==> config.mk <==
export PLATFORM = sky130hd
export DESIGN_NAME = ctw_ctrl
export DESIGN_NICKNAME = d
export VERILOG_FILES = /design/src/rtl/ctw_pkg.sv /design/src/rtl/ctw_ctrl.sv
export SDC_FILE = /design/constraint.sdc
export NUM_CORES = 1
export LEC_CHECK = 0
export BUFFER_PORTS_ARGS = -buffer_cell sky130_fd_sc_hd__buf_2
export CAP_MARGIN = 0
export CORE_MARGIN = 3
export CORE_UTILIZATION = 35
export CTS_BUF_LIST = sky130_fd_sc_hd__clkbuf_16
export DETAILED_ROUTE_END_ITERATION = 16
export PLACE_DENSITY = 0.61
export SYNTH_ARGS = -nofsm -noshare
export SYNTH_HDL_FRONTEND = slang
export SYNTH_SLANG_ARGS = --single-unit
==> constraint.sdc <==
create_clock -name clk -period 3.95 [get_ports clk]
set_input_delay 1.185 -clock clk [delete_from_list [all_inputs] [get_ports clk]]
set_output_delay 1.185 -clock clk [all_outputs]
set_load 0.005 [all_outputs]
==> src/rtl/ctw_pkg.sv <==
// Shared types, codes and constants for the text console writer.
`timescale 1ns / 1ps

package ctw_pkg;

  localparam int NUM_COLUMNS_DEF = 80;
  localparam int NUM_ROWS_DEF    = 25;

  localparam int CFG_INDEX_W = 1;
  localparam int CFG_DATA_W  = 8;
  localparam int IN_TDATA_W  = 24;
  localparam int IN_TUSER_W  = 2;
  localparam int OUT_TDATA_W = 48;

  localparam logic [CFG_INDEX_W-1:0] REG_TEXT_ATTR   = 1'd0;
  localparam logic [CFG_INDEX_W-1:0] REG_COLOR_CYCLE = 1'd1;

  localparam logic [7:0] ATTR_RESET   = 8'h09;
  localparam logic [7:0] COLOR_STEP   = 8'd5;
  localparam logic [7:0] ATTR_MASK    = 8'h0F;
  localparam logic [7:0] SPACE_CODE   = 8'h20;
  localparam logic [7:0] NEWLINE_CODE = 8'd10;
  localparam logic [7:0] RETURN_CODE  = 8'd13;

  typedef enum logic [1:0] {
    KIND_CHAR  = 2'd0,
    KIND_CLEAR = 2'd1,
    KIND_READ  = 2'd2,
    KIND_NONE  = 2'd3
  } kind_t;

  typedef enum logic [1:0] {
    FILL_SPACE,
    FILL_CLEAR,
    FILL_RESET
  } fill_t;

  typedef enum logic [3:0] {
    ST_INIT,
    ST_IDLE,
    ST_DECODE,
    ST_WRITE,
    ST_NEWLINE,
    ST_SCROLL,
    ST_CLEAR,
    ST_READ,
    ST_DONE
  } state_t;

  typedef struct packed {
    logic  ld_item;
    logic  calc_addr;
    logic  wr_char;
    logic  line_feed;
    logic  fill_all_start;
    logic  fill_wr;
    fill_t fill_sel;
    logic  home;
    logic  rd_cell;
    logic  ld_out;
  } cmd_t;

  typedef struct packed {
    kind_t kind;
    logic  is_newline;
    logic  col_last;
    logic  line_last;
    logic  fill_row_last;
    logic  fill_all_last;
    logic  out_busy;
  } sts_t;

endpackage

==> src/rtl/ctw_ctrl.sv <==
// Console controller: sequences decode, cell write, newline, scroll, clear and read.
`timescale 1ns / 1ps

module ctw_ctrl (
  input  logic          clk,
  input  logic          rst,
  input  logic          s_tvalid,
  output logic          s_tready,
  output ctw_pkg::cmd_t cmd,
  input  ctw_pkg::sts_t sts
);

  ctw_pkg::state_t state;
  ctw_pkg::state_t state_next;

  always_ff @(posedge clk) begin
    if (rst) begin
      state <= ctw_pkg::ST_INIT;
    end else begin
      state <= state_next;
    end
  end

  always_comb begin
    state_next = state;
    unique case (state)
      ctw_pkg::ST_INIT: begin
        if (sts.fill_all_last) state_next = ctw_pkg::ST_IDLE;
      end
      ctw_pkg::ST_IDLE: begin
        if (s_tvalid) state_next = ctw_pkg::ST_DECODE;
      end
      ctw_pkg::ST_DECODE: begin
        unique case (sts.kind)
          ctw_pkg::KIND_CHAR:
            state_next = sts.is_newline ? ctw_pkg::ST_NEWLINE : ctw_pkg::ST_WRITE;
          ctw_pkg::KIND_CLEAR: state_next = ctw_pkg::ST_CLEAR;
          ctw_pkg::KIND_READ:  state_next = ctw_pkg::ST_READ;
          default:             state_next = ctw_pkg::ST_DONE;
        endcase
      end
      ctw_pkg::ST_WRITE: begin
        state_next = sts.col_last ? ctw_pkg::ST_NEWLINE : ctw_pkg::ST_DONE;
      end
      ctw_pkg::ST_NEWLINE: begin
        state_next = sts.line_last ? ctw_pkg::ST_SCROLL : ctw_pkg::ST_DONE;
      end
      ctw_pkg::ST_SCROLL: begin
        if (sts.fill_row_last) state_next = ctw_pkg::ST_DONE;
      end
      ctw_pkg::ST_CLEAR: begin
        if (sts.fill_all_last) state_next = ctw_pkg::ST_DONE;
      end
      ctw_pkg::ST_READ: begin
        state_next = ctw_pkg::ST_DONE;
      end
      ctw_pkg::ST_DONE: begin
        if (!sts.out_busy) state_next = ctw_pkg::ST_IDLE;
      end
      default: state_next = ctw_pkg::ST_INIT;
    endcase
  end

  always_comb begin
    cmd      = '0;
    s_tready = 1'b0;
    cmd.fill_sel = ctw_pkg::FILL_RESET;
    unique case (state)
      ctw_pkg::ST_INIT: begin
        cmd.fill_wr  = 1'b1;
        cmd.fill_sel = ctw_pkg::FILL_RESET;
      end
      ctw_pkg::ST_IDLE: begin
        s_tready    = 1'b1;
        cmd.ld_item = s_tvalid;
      end
      ctw_pkg::ST_DECODE: begin
        cmd.calc_addr      = 1'b1;
        cmd.fill_all_start = (sts.kind == ctw_pkg::KIND_CLEAR);
      end
      ctw_pkg::ST_WRITE: begin
        cmd.wr_char = 1'b1;
      end
      ctw_pkg::ST_NEWLINE: begin
        cmd.line_feed = 1'b1;
      end
      ctw_pkg::ST_SCROLL: begin
        cmd.fill_wr  = 1'b1;
        cmd.fill_sel = ctw_pkg::FILL_SPACE;
      end
      ctw_pkg::ST_CLEAR: begin
        cmd.fill_wr  = 1'b1;
        cmd.fill_sel = ctw_pkg::FILL_CLEAR;
        cmd.home     = sts.fill_all_last;
      end
      ctw_pkg::ST_READ: begin
        cmd.rd_cell = 1'b1;
      end
      ctw_pkg::ST_DONE: begin
        cmd.ld_out = !sts.out_busy;
      end
      default: ;
    endcase
  end

  a_accept_decodes: assert property (@(posedge clk) disable iff (rst)
    cmd.ld_item |=> (state == ctw_pkg::ST_DECODE))
    else $error("accepted word not decoded next");

  a_scroll_walks_row: assert property (@(posedge clk) disable iff (rst)
    (state == ctw_pkg::ST_SCROLL && !sts.fill_row_last) |=> (state == ctw_pkg::ST_SCROLL))
    else $error("scroll fill stopped early");

  a_bottom_scrolls: assert property (@(posedge clk) disable iff (rst)
    (state == ctw_pkg::ST_NEWLINE && sts.line_last) |=> (state == ctw_pkg::ST_SCROLL))
    else $error("newline on last row did not scroll");

endmodule

Word-level counts from Yosys, hierarchy flattened

Cells that the tools add are included.

Equality and inequality tests: 15
Mux-type cells: 20
Reduce and logical (&&, ||, !) cells: 4

Operators by type and width:

| kind                                                             | count |
|---|---|
| 4-bit one-hot mux with 9 select lines                            | 1 |
| 4-bit 2-to-1 mux                                                 | 7 |
| 4-bit by 3-bit == test with 1-bit output (second input constant) | 4 |
| 4-bit one-hot mux with 3 select lines                            | 1 |
| 2-bit != test (second input constant)                            | 5 |
| 1-bit 2-to-1 mux                                                 | 9 |
| 3-bit one-hot mux with 3 select lines                            | 1 |
| 4-bit by 2-bit == test with 1-bit output (second input constant) | 2 |
| 5-bit AND reduction                                              | 1 |
| 4-bit by 1-bit == test with 1-bit output (second input constant) | 1 |
| 4-bit == test (second input constant)                            | 1 |
| 4-bit logical NOT                                                | 1 |
| 3-bit 2-to-1 mux                                                 | 1 |
| 2-bit by 1-bit == test with 1-bit output (second input constant) | 1 |
| 2-bit == test (second input constant)                            | 1 |
| 2-bit logical NOT                                                | 1 |
| 1-bit logical NOT                                                | 1 |

Flip-flop bits (word level): 4
Word-level logic and storage cells: 40

Longest topological paths before layout

Word-level depth: 3
Depth in mapped cells: 6
Gate-level depth less buffers: 6

Worst setup path after synthesis

No wires, ideal clock.

Path type: input to output
Start point: in sts[7] (netlist bit)
End point: out cmd[6] (netlist bit)
Data arrival time: 1.508 ns
Data required time: 2.765 ns
Path slack: 1.257 ns
Stages on the path: 3
Buffers on the path: 0
Cells stage by stage: inv_1 -> ha_1 -> and2_1

RTL lines:

| item               | RTL line       | source |
|---|---|---|
| start: declaration | ctw_ctrl.sv:10 | `input ctw_pkg::sts_t sts` |
| end: declaration   | ctw_ctrl.sv:9  | `output ctw_pkg::cmd_t cmd,` |

==> impl_metrics.toml <==
[status]
status = "finished, final reports clean"

[final_layout]
largest_reg_flops = 4
final_cell_mix = "22 x buf_2, 7 x nor2_1, 7 x a21oi_1, 5 x inv_1, 5 x nand2_1"
n_fill_cell = 116
fin_nets = 105
reg_top3 = "state (4)"
synthToLayoutAreaGrowth_pct = 36.1
layout_commonest_cell = "buf_2"
top_register = "state"
antenna_cells = 0
drive_above_1_share = 0.337

[cts]
cts_tree = "yes"
cts_resized = 0
ctsLongestPathBuffers = 2
path_clk_slew_ns = 0.03
clock_latency_ns = 0.22
cts.htree.levels = 1
cts_hold_buf = 0
root_buffer = "clkbuf_16"
cts_setup_buffers = 0
cts_sinks = 4
cts_made_buffers = 3

[setup_path]
cp_cell_sequence = "buf_2 > inv_1 > ha_1 > and2_1 > buf_2"
cp_max_fo = 4
worstSetupPathType = "input pin to primary output"
reg2reg_from = "state[2]"
slowest_delay_ns = 0.17
arrival_ns = 1.76
crit_slowest_cell = "ha_1"
required_ns = 2.76
crit_path_end_kind = "primary output"
rrSetupSlack_ns = 2.19
reg2reg_depth = 4
path_common_cell = "buf_2"
start_kind = "input pin"
reg2reg_to = "state[0]"

[route]
dr.pass1.iters = 4
num_vias = 523
wl_per_cell_um = 11.8
drtIter0Drc = 7
drc = 0
viasPerCell = 5.08
wirelength_um = 1220
final_antenna_net_count = 0

[floorplanning]
die_w_um = 43.8
die_h_um = 43.8
initial_core_util = 0.410
rows = 12
ios = 23
core_sq_mm = 0.00122
dieArea_sq_mm = 0.00192

[synth]
ys_ff_latch = 4
ys_types = 33
mappedNetlistNets = 82
synth_seq_area_share = 0.160
ys.flop_type = "dfxtp_1"
netlist_area_sq_um = 499
avgSynthCellArea_sq_um = 7.34
synthArstFlopShare = 0
synth-edff-count = 0
synthCells = 68
ys_warn_count = 0

[timing]
final_hold_viol_count = 0
min_period_ns = 2.95
finalMaxSlewViolations = 0
finalSetupViolations = 0
grt_setup_unrepaired = "false"
tns_ns = 0
max_slew_margin = 0.695
post-route-period-util = 0.747
fin_ws_ns = 1.00
tightest_slew_ns = 0.456
clock.fmax_mhz = 339
skew_ns = 0.00430

[power_and_ir_drop]
power_switching_share = 0.336
p_leak_nw = 0.335
internal-power_mw = 0.257
clockPowerShare = 0.404
seqPwrFrac = 0.207
ir_drop_mv = 0.573
power_frac_comb = 0.388
switching_power_mw = 0.130
p_per_area_mw_per_mm2 = 569

[grt]
grt_usage = 0.135
grt_first_pass_wirelength_um = 1980
first_global_vias = 480
globalRouteOverflowTotal = 0
grt_max_degree = 15
antenna_found_initial = 0

[hold_path]
min_delay_path_depth = 2
min-delay-start = "state[3]"
hold_path.class = "flip-flop to flip-flop"
min_to = "state[2]"

[run]
drv_cap = 0

[placement]
dp_slack_ns = 0.995
hpwlAfterDp_um = 922
port_buffers = 22
place.gp.congestion = 0.734
[worst max-delay path by stage]
stage	start	end	slack, ns	depth (start not counted)
after floorplan	sts[7]	cmd[6]	1.26	3
after global placement	sts[7]	cmd[6]	1.02	5
after detailed placement	sts[7]	cmd[6]	0.99	5
after CTS	sts[7]	cmd[6]	0.99	5
after global routing	sts[7]	cmd[6]	0.95	5
final	sts[7]	cmd[6]	1.00	5
[per-layer routing]
layer,track usage,up-vias,share of wire
met4,0.0361,0,0
met5,0,-,0
met1,0.186,215,0.50
met3,0.0539,0,0.086
met2,0.192,19,0.41
li1,-,289,-
[stage by stage]
step                      cell area (sq um)  hold WS, ns   util  total power [mW]  std cells
after floorplan                         499        0.597      -             0.194         68
after global placement                  604        0.737  0.497             0.232        100
after detailed placement                604        0.738  0.497             0.233        100
after CTS                               679        0.751  0.559             0.393        103
after global routing                    679        0.776  0.559             0.419        103
final                                   679        0.757  0.559             0.387        103
[cell type report]
cell class                      count  area [sq um]  share of cell area
Clock buffer                        3          75.1               0.110
Multi-Input combinational cell     55           378               0.556
Timing Repair Buffer               22           110               0.162
Sequential cell                     4          80.1               0.118
Tap cell                           14          17.5              0.0258
Inverter                            5          18.8              0.0276
[power by group through the flow]
| stage | Clock [mW] | Combinational (mW) | Sequential, mW |
|---|---|---|---|
| finish | 0.156 | 0.150 | 0.0802 |
| global route | 0.165 | 0.171 | 0.0836 |
| CTS | 0.160 | 0.152 | 0.0806 |
| detailed placement | 0 | 0.151 | 0.0813 |
| global placement | 0 | 0.151 | 0.0807 |
| floorplan | 0 | 0.137 | 0.0571 |
[synthesized netlist by cell type, types with 2 or more instances]
cell / number / area, sq um
a21oi_1: 7 / 35.0
and2_1: 2 / 12.5
clkbuf_1: 2 / 7.51
dfxtp_1: 4 / 80.1
ha_1: 3 / 37.5
inv_1: 5 / 18.8
nand2_1: 5 / 18.8
nand2b_1: 4 / 25.0
nor2_1: 7 / 26.3
nor2b_1: 3 / 18.8
nor3_1: 3 / 15.0
o22ai_1: 2 / 12.5
[kinds of logic (layout without fill, tap and decap cells)]
family                     count (synthesis)  count (layout)  share of synthesized area
and+or+nand+nor                           33              33                      0.376
AOI/OAI and AO/OA                         17              17                      0.266
buffers and inverters                      9              30                     0.0827
DFF                                        4               4                      0.160
adders and majority gates                  3               3                     0.0752
xor gates and xnor gates                   1               1                     0.0175
muxes                                      1               1                     0.0226
[worst max-delay path: cells and delay by family]
family / cells / cell delay (ns)
adders and majority gates: 1 / 0.17
buffers and inverters: 3 / 0.29
and+or+nand+nor: 1 / 0.12
(Power assumes the default switching activity.)
